## src/sv/bcss_pkg.sv

```systemverilog
`timescale 1ns / 1ps
// ----------------------------------------------------------------------------
// bcss_pkg
// shared types and constants of the beacon clock sync servo
// ----------------------------------------------------------------------------
package bcss_pkg;

  localparam logic [1:0] MODE_OBSERVE = 2'd0;
  localparam logic [1:0] MODE_MISSED  = 2'd1;
  localparam logic [1:0] MODE_ELAPSED = 2'd2;
  localparam logic [1:0] MODE_CONVERT = 2'd3;

  localparam logic [1:0] LS_UNLOCKED  = 2'd0;
  localparam logic [1:0] LS_ACQUIRING = 2'd1;
  localparam logic [1:0] LS_LOCKED    = 2'd2;
  localparam logic [1:0] LS_HOLDOVER  = 2'd3;

  localparam logic [1:0] ST_OK     = 2'd0;
  localparam logic [1:0] ST_REJECT = 2'd1;
  localparam logic [1:0] ST_NOLOCK = 2'd2;

  localparam logic [1:0] REG_LOCK_COUNT      = 2'd0;
  localparam logic [1:0] REG_OUTLIER_LIMIT   = 2'd1;
  localparam logic [1:0] REG_HOLDOVER_MISSES = 2'd2;
  localparam logic [1:0] REG_UNLOCK_TIMEOUT  = 2'd3;

  localparam logic [19:0] PPM_SCALE = 20'd1000000;
  localparam int unsigned DIV_STEPS = 128;

  typedef struct packed {
    logic [1:0]  mode;
    logic [63:0] master_tick_in;
    logic [63:0] local_tick_in;
    logic [63:0] next_pulse_tick;
    logic [31:0] amount;
  } req_t;

  typedef struct packed {
    logic [1:0]  status;
    logic [1:0]  lock_state;
    logic signed [63:0] offset_out;
    logic signed [31:0] drift_out;
    logic [62:0] converted_tick;
    logic [63:0] pulse_tick_out;
  } rsp_t;

  // controller to datapath
  typedef struct packed {
    logic load;      // capture request, evaluate checks
    logic mul_lo;    // multiply low half of numerator
    logic mul_hi;    // multiply high half
    logic div_init;  // start long division
    logic div_step;  // one quotient bit
    logic commit;    // update state and build response
  } cmd_t;

  // datapath to controller
  typedef struct packed {
    logic need_div;  // observation needs a drift division
    logic div_done;  // quotient complete or overflowed
  } sts_t;

endpackage

```

## src/sv/bcss_ctrl.sv

```systemverilog
`timescale 1ns / 1ps
// ----------------------------------------------------------------------------
// bcss_ctrl
// sequencer for request load, drift multiply, division and commit
// ----------------------------------------------------------------------------
module bcss_ctrl (
  input  logic            clk_i,
  input  logic            rst_ni,
  input  logic            in_valid_i,
  output logic            in_stall_o,
  output logic            out_valid_o,
  input  logic            out_stall_i,
  output bcss_pkg::cmd_t  cmd_o,
  input  bcss_pkg::sts_t  sts_i
);

  typedef enum logic [5:0] {
    S_IDLE   = 6'b000001,
    S_CHECK  = 6'b000010,
    S_MULLO  = 6'b000100,
    S_MULHI  = 6'b001000,
    S_DIV    = 6'b010000,
    S_COMMIT = 6'b100000
  } state_e;

  state_e state_q, state_d;
  logic   out_valid_q, out_valid_d;

  // idle with the output slot free or draining this cycle
  assign in_stall_o  = !(state_q == S_IDLE && (!out_valid_q || !out_stall_i));
  assign out_valid_o = out_valid_q;

  always_comb begin
    state_d = state_q;
    out_valid_d = out_valid_q;
    cmd_o = '0;
    if (out_valid_q && !out_stall_i) out_valid_d = 1'b0;
    case (state_q)
      S_IDLE: begin
        if (in_valid_i && !in_stall_o) begin
          cmd_o.load = 1'b1;
          state_d = S_CHECK;
        end
      end
      S_CHECK: begin
        if (sts_i.need_div) state_d = S_MULLO;
        else state_d = S_COMMIT;
      end
      S_MULLO: begin
        cmd_o.mul_lo = 1'b1;
        state_d = S_MULHI;
      end
      S_MULHI: begin
        cmd_o.mul_hi = 1'b1;
        cmd_o.div_init = 1'b1;
        state_d = S_DIV;
      end
      S_DIV: begin
        if (sts_i.div_done) state_d = S_COMMIT;
        else cmd_o.div_step = 1'b1;
      end
      S_COMMIT: begin
        cmd_o.commit = 1'b1;
        out_valid_d = 1'b1;
        state_d = S_IDLE;
      end
      default: state_d = S_IDLE;
    endcase
  end

  always_ff @(posedge clk_i or negedge rst_ni) begin
    if (!rst_ni) begin
      state_q <= S_IDLE;
      out_valid_q <= 1'b0;
    end else begin
      state_q <= state_d;
      out_valid_q <= out_valid_d;
    end
  end

  a_commit_sets_valid: assert property (@(posedge clk_i) disable iff (!rst_ni)
    state_q == S_COMMIT |=> out_valid_q) else $error("commit lost response");
  a_no_accept_busy: assert property (@(posedge clk_i) disable iff (!rst_ni)
    state_q != S_IDLE |-> in_stall_o) else $error("accept while busy");
  a_commit_free: assert property (@(posedge clk_i) disable iff (!rst_ni)
    state_q == S_COMMIT |-> !out_valid_q || !out_stall_i)
    else $error("response overwritten");

endmodule

```

## config.mk

```make
export PLATFORM = sky130hd
export DESIGN_NAME = bcss_ctrl
export DESIGN_NICKNAME = d
export VERILOG_FILES = /design/src/sv/bcss_pkg.sv /design/src/sv/bcss_ctrl.sv
export SDC_FILE = /design/constraint.sdc
export NUM_CORES = 1
export LEC_CHECK = 0
export ABC_AREA = 1
export BUFFER_PORTS_ARGS = -buffer_cell sky130_fd_sc_hd__clkbuf_2
export CAP_MARGIN = 30
export CORE_AREA = 2 2 39 41
export DETAILED_ROUTE_END_ITERATION = 8
export DIE_AREA = 0 0 41 43
export PLACE_DENSITY = 0.63
export SKIP_LAST_GASP = 1
export SYNTH_ARGS = -nofsm -noshare
export SYNTH_HDL_FRONTEND = slang
export SYNTH_SLANG_ARGS = --single-unit
```

## constraint.sdc

```tcl
create_clock -name clk_i -period 1.9 [get_ports clk_i]
set_clock_uncertainty 0.05 [all_clocks]
set_input_delay 0.285 -clock clk_i [delete_from_list [all_inputs] [get_ports clk_i]]
set_output_delay 0.285 -clock clk_i [all_outputs]
set_load 0.01 [all_outputs]
```

## After elaboration in Yosys (flattened, before gate mapping)

Index checks and enable logic that the tools add are counted.
Widths: inputs -> output; s select.

- Flip-flop bits (word level): 7
- Input port bits: 6
- Output and inout port bits: 8
- Word-level logic and storage cells: 32

- Equal/unequal tests: 8
- Muxes and demuxes: 13
- Reductions and logical operators: 9

Operators by type and width:

| operator | number |
|---|---|
| $pmux 6 s5 | 1 |
| $mux 6 | 3 |
| $mux 1 | 8 |
| $eq 6x1->1 const B | 1 |
| $eq 6x2->1 const B | 1 |
| $eq 6x3->1 const B | 1 |
| $eq 6x4->1 const B | 1 |
| $eq 6x5->1 const B | 1 |
| $eq 6x6->1 const B | 1 |
| $logic_and 1x1->1 | 3 |
| $logic_not 1->1 | 3 |
| $mux 2 | 1 |
| $ne 2x1->1 const B | 1 |
| $ne 2x2->1 const B | 1 |
| $reduce_and 2->1 | 1 |
| $reduce_bool 2->1 | 1 |
| $logic_or 1x1->1 | 1 |

## Depth between registers and ports, before layout

- Word-level depth: 6
- Depth in mapped cells: 7
- Gate-level depth less buffers: 7

## Worst setup path after synthesis

Ideal clock, no wire load.

- Path type: reg2out
- Start: reg state_q[0]
- End: out cmd_o[5] in the netlist's numbering
- Arrival time: 0.986 ns
- Data required time: 1.565 ns
- Setup slack: 0.579 ns
- Stages on the path, launching flop included: 5
- Path buffers: 0
- Cells stage by stage: dfstp_2 > nand2_1 > nor2_4 > nand2_2 > nor2_1

RTL lines:

| item | line | RTL |
|---|---|---|
| start, declared | bcss_ctrl.sv:26 | `state_e state_q, state_d;` |
| start signal, assigned | bcss_ctrl.sv:76 | `state_q <= state_d;` |
| end, declared | bcss_ctrl.sv:13 | `output bcss_pkg::cmd_t cmd_o,` |

==> results.md <==
* HP Class: input port to flip-flop
* Yosys warns at 0
* Port Buffer Count at 13
* Leakage power at 0.348 nW
* Power Dens Cells at 1090 mW/mm^2
* Synth area leaders: dfrtp_1, inv_1, nor2_1
* Hold Buf Count CTS at 1
* CTS HTree Levels at 1
* Post-synth EDFFs at 0
* Initial antenna violation count at 0
* Outcome: finished clean
* Initial Utilization at 30.0%
* Antenna violation net count after detailed routing at 0
* Total internal power at 0.355 mW
* CP max stage cell: dfstp_2
* Area delta synth->final at 25.6%
* Share of cells above drive strength 1 at 40.0%
* CP Capture Type: primary output
* Mapped Nets at 60
* Worst path bufs/invs at 1
* Mapped Area at 415 um^2
* Max-cap violations at 0
* Pwr Total at 0.571 mW
* Period utilization at 86.5%
* Data required time of the worst path at 1.56 ns
* Skew-Pair Late Insertion Delay at 0.25 ns
* Final Hold Viols at 0
* Core area at 0.00138 mm^2
* Clk sinks at 7
* Drt first-iter violations at 3
* Peak VDD IR at 0.000392 V
* Top FF cell, synth: dfrtp_1
* Residual DRC at 0
* RSZ-0062 raised after global routing: no
* Most numerous cell in the Yosys netlist: inv_1
* Switching fraction of total power at 37.9%
* Via count at 344
* # diodes at 0
* CTS Buf Count at 3
* Worst-path clk slew at 0.05 ns
* Die width at 41 um
* Synth Register Bits at 7
* Hold Path Depth at 3
* Placed Area at 485 um^2
* Gpl congestion at 0.712
* Gate power share at 39.1%
* Library cells used by synthesis at 15
* Finished Cell Area at 522 um^2
* Worst EP arrival at 1.31 ns
* Slew margin rel. at 87.1%
* Final hold slack at 0.186 ns
* Slew Viols, Final at 0
* # setup viols final at 0
* Post-CTS sizing at 0
* Net Switching at 0.216 mW
* Sequential Power Share at 37.2%
* Hpwl dp at 586 um
* Largest area contributor in the netlist: dfrtp_1
* Largest net degree at the start of global routing at 8
* Ports at 14
* Power share of the clock group at 23.7%
* Die height at 43 um
* Crit Path Max Fanout at 3
* Vias in the first global route at 312
* Clock period minus worst slack at 1.64 ns
* Top cell type's share of synthesized area at 36.1%
* CTS Root Cell: clkbuf_4
* Final setup margin at 0.257 ns
* Die area at 0.00176 mm^2
* CP startpoint kind: flip-flop
* CTS Buffer Depth at 2
* # rows at 14
* Total gr overflow at 0
* Seq/Total Area, Yosys at 42.5%
* Avg Inst Size Synth at 7.69 um^2
* CP Class: flip-flop to primary output
* Reg2Reg Depth at 5
* Slowest stage delay, CP at 0.54 ns
* Setup Buffers After CTS at 0
* Worst path cell trace: nand2_1, nor2_4, nand2_2, nor2_1, clkbuf_2
* GRT Overall Usage at 11.1%
* Filler instances at 145
* Pre-Repair DR Iteration Count at 4
* Vias per cell at 4.00
* Gate Count Post-Synth at 54
* Worst-Margin Slew at 0.193 ns
* CTS tree: built
* First-pass GRT wire length at 1.24 mm
* Setup WS pre-CTS at 0.531 ns
* Delay-heaviest family, CP: flip-flops
* # nets final at 77
* Top cells by count, synth: inv_1, nor2_1, dfrtp_1
* WP depth at 5
* Async set-reset flop share out of synthesis at 100%
* DRT Wirelength at 702 um
* Fmax at 609 MHz
* Setup_tns at 0 ns
* Routed len/inst at 8.16 um
==> final timing paths <==
kind                                          from                 endpoint  slack [ns]
hold reg to reg            out_valid_o$_DFFE_PN0P_  out_valid_o$_DFFE_PN0P_        0.50
setup reg to reg            state_q[0]$_DFFE_PN1P_   state_q[5]$_DFFE_PN0P_        0.80
hold / removal                            sts_i[1]   state_q[2]$_DFFE_PN0P_        0.19
setup / recovery            state_q[0]$_DFFE_PN1P_                 cmd_o[5]        0.26
max in group asynchronous                   rst_ni   state_q[0]$_DFFE_PN1P_        1.21
min in group asynchronous                   rst_ni   state_q[5]$_DFFE_PN0P_        0.35
==> metal layers <==
metal  global-route usage (%)  part of all wire (%)
met5                        0                     0
met2                     14.7                    49
met4                     12.0                   3.7
met1                     12.9                    44
met3                     3.14                   3.0
==> tightest hold or removal path: stages <==
cell      delay (ns)
clkbuf_2        0.09
inv_1           0.04
nor2_1          0.03
==> power by group through the flow <==
stage / Combinational [mW] / Sequential (mW) / Clock [mW]
after CTS: 0.227 / 0.212 / 0.143
after detailed placement: 0.225 / 0.215 / 0
after floorplan: 0.168 / 0.213 / 0
after global routing: 0.253 / 0.218 / 0.151
final: 0.223 / 0.212 / 0.135
after global placement: 0.225 / 0.213 / 0
==> cell usage in the layout (no fill, tap or decap) <==
cell and count:
nand2_2 3, nand3_1 3, nand3_2 2, nor2_2 1, inv_2 2, clkbuf_2 13, o21ai_0 1, nor2_1 10
clkbuf_4 3, dlygate4sd3_1 1, dfrtp_1 6, nor2_4 3, clkbuf_1 1, dfstp_2 1, nand4_1 1, nand2_1 5
inv_1 12, o21ai_1 2
==> state kept, by name, indices dropped and copies added, names as in the netlist <==
| signal | cells |
|---|---|
| state_q | 6 |
| out_valid_o | 1 |
==> final cells by class <==
cell class              count  area [um^2]  area share (%)
clock buffers               4         26.3            5.04
multi-input cells          31          171            32.9
repair buffers             14         75.1            14.4
inverters                  14         52.6            10.1
well taps                  16         20.0            3.84
flip-flops and latches      7          176            33.8
==> cell families after synthesis <==
group,share of synthesized area [%]
buffers and inverters,16.3
AO/OA/AOI/OAI,3.61
AND/OR/NAND/NOR,37.7
flip-flops,42.5
==> through the flow <==
step | utilization, % | std cells
detailed placement | 35.1 | 81
floorplan | - | 54
global route | 37.7 | 86
global placement | 35.1 | 81
CTS | 37.7 | 86
finish | 37.7 | 86
Note: power is estimated with default switching activity, not from simulation.
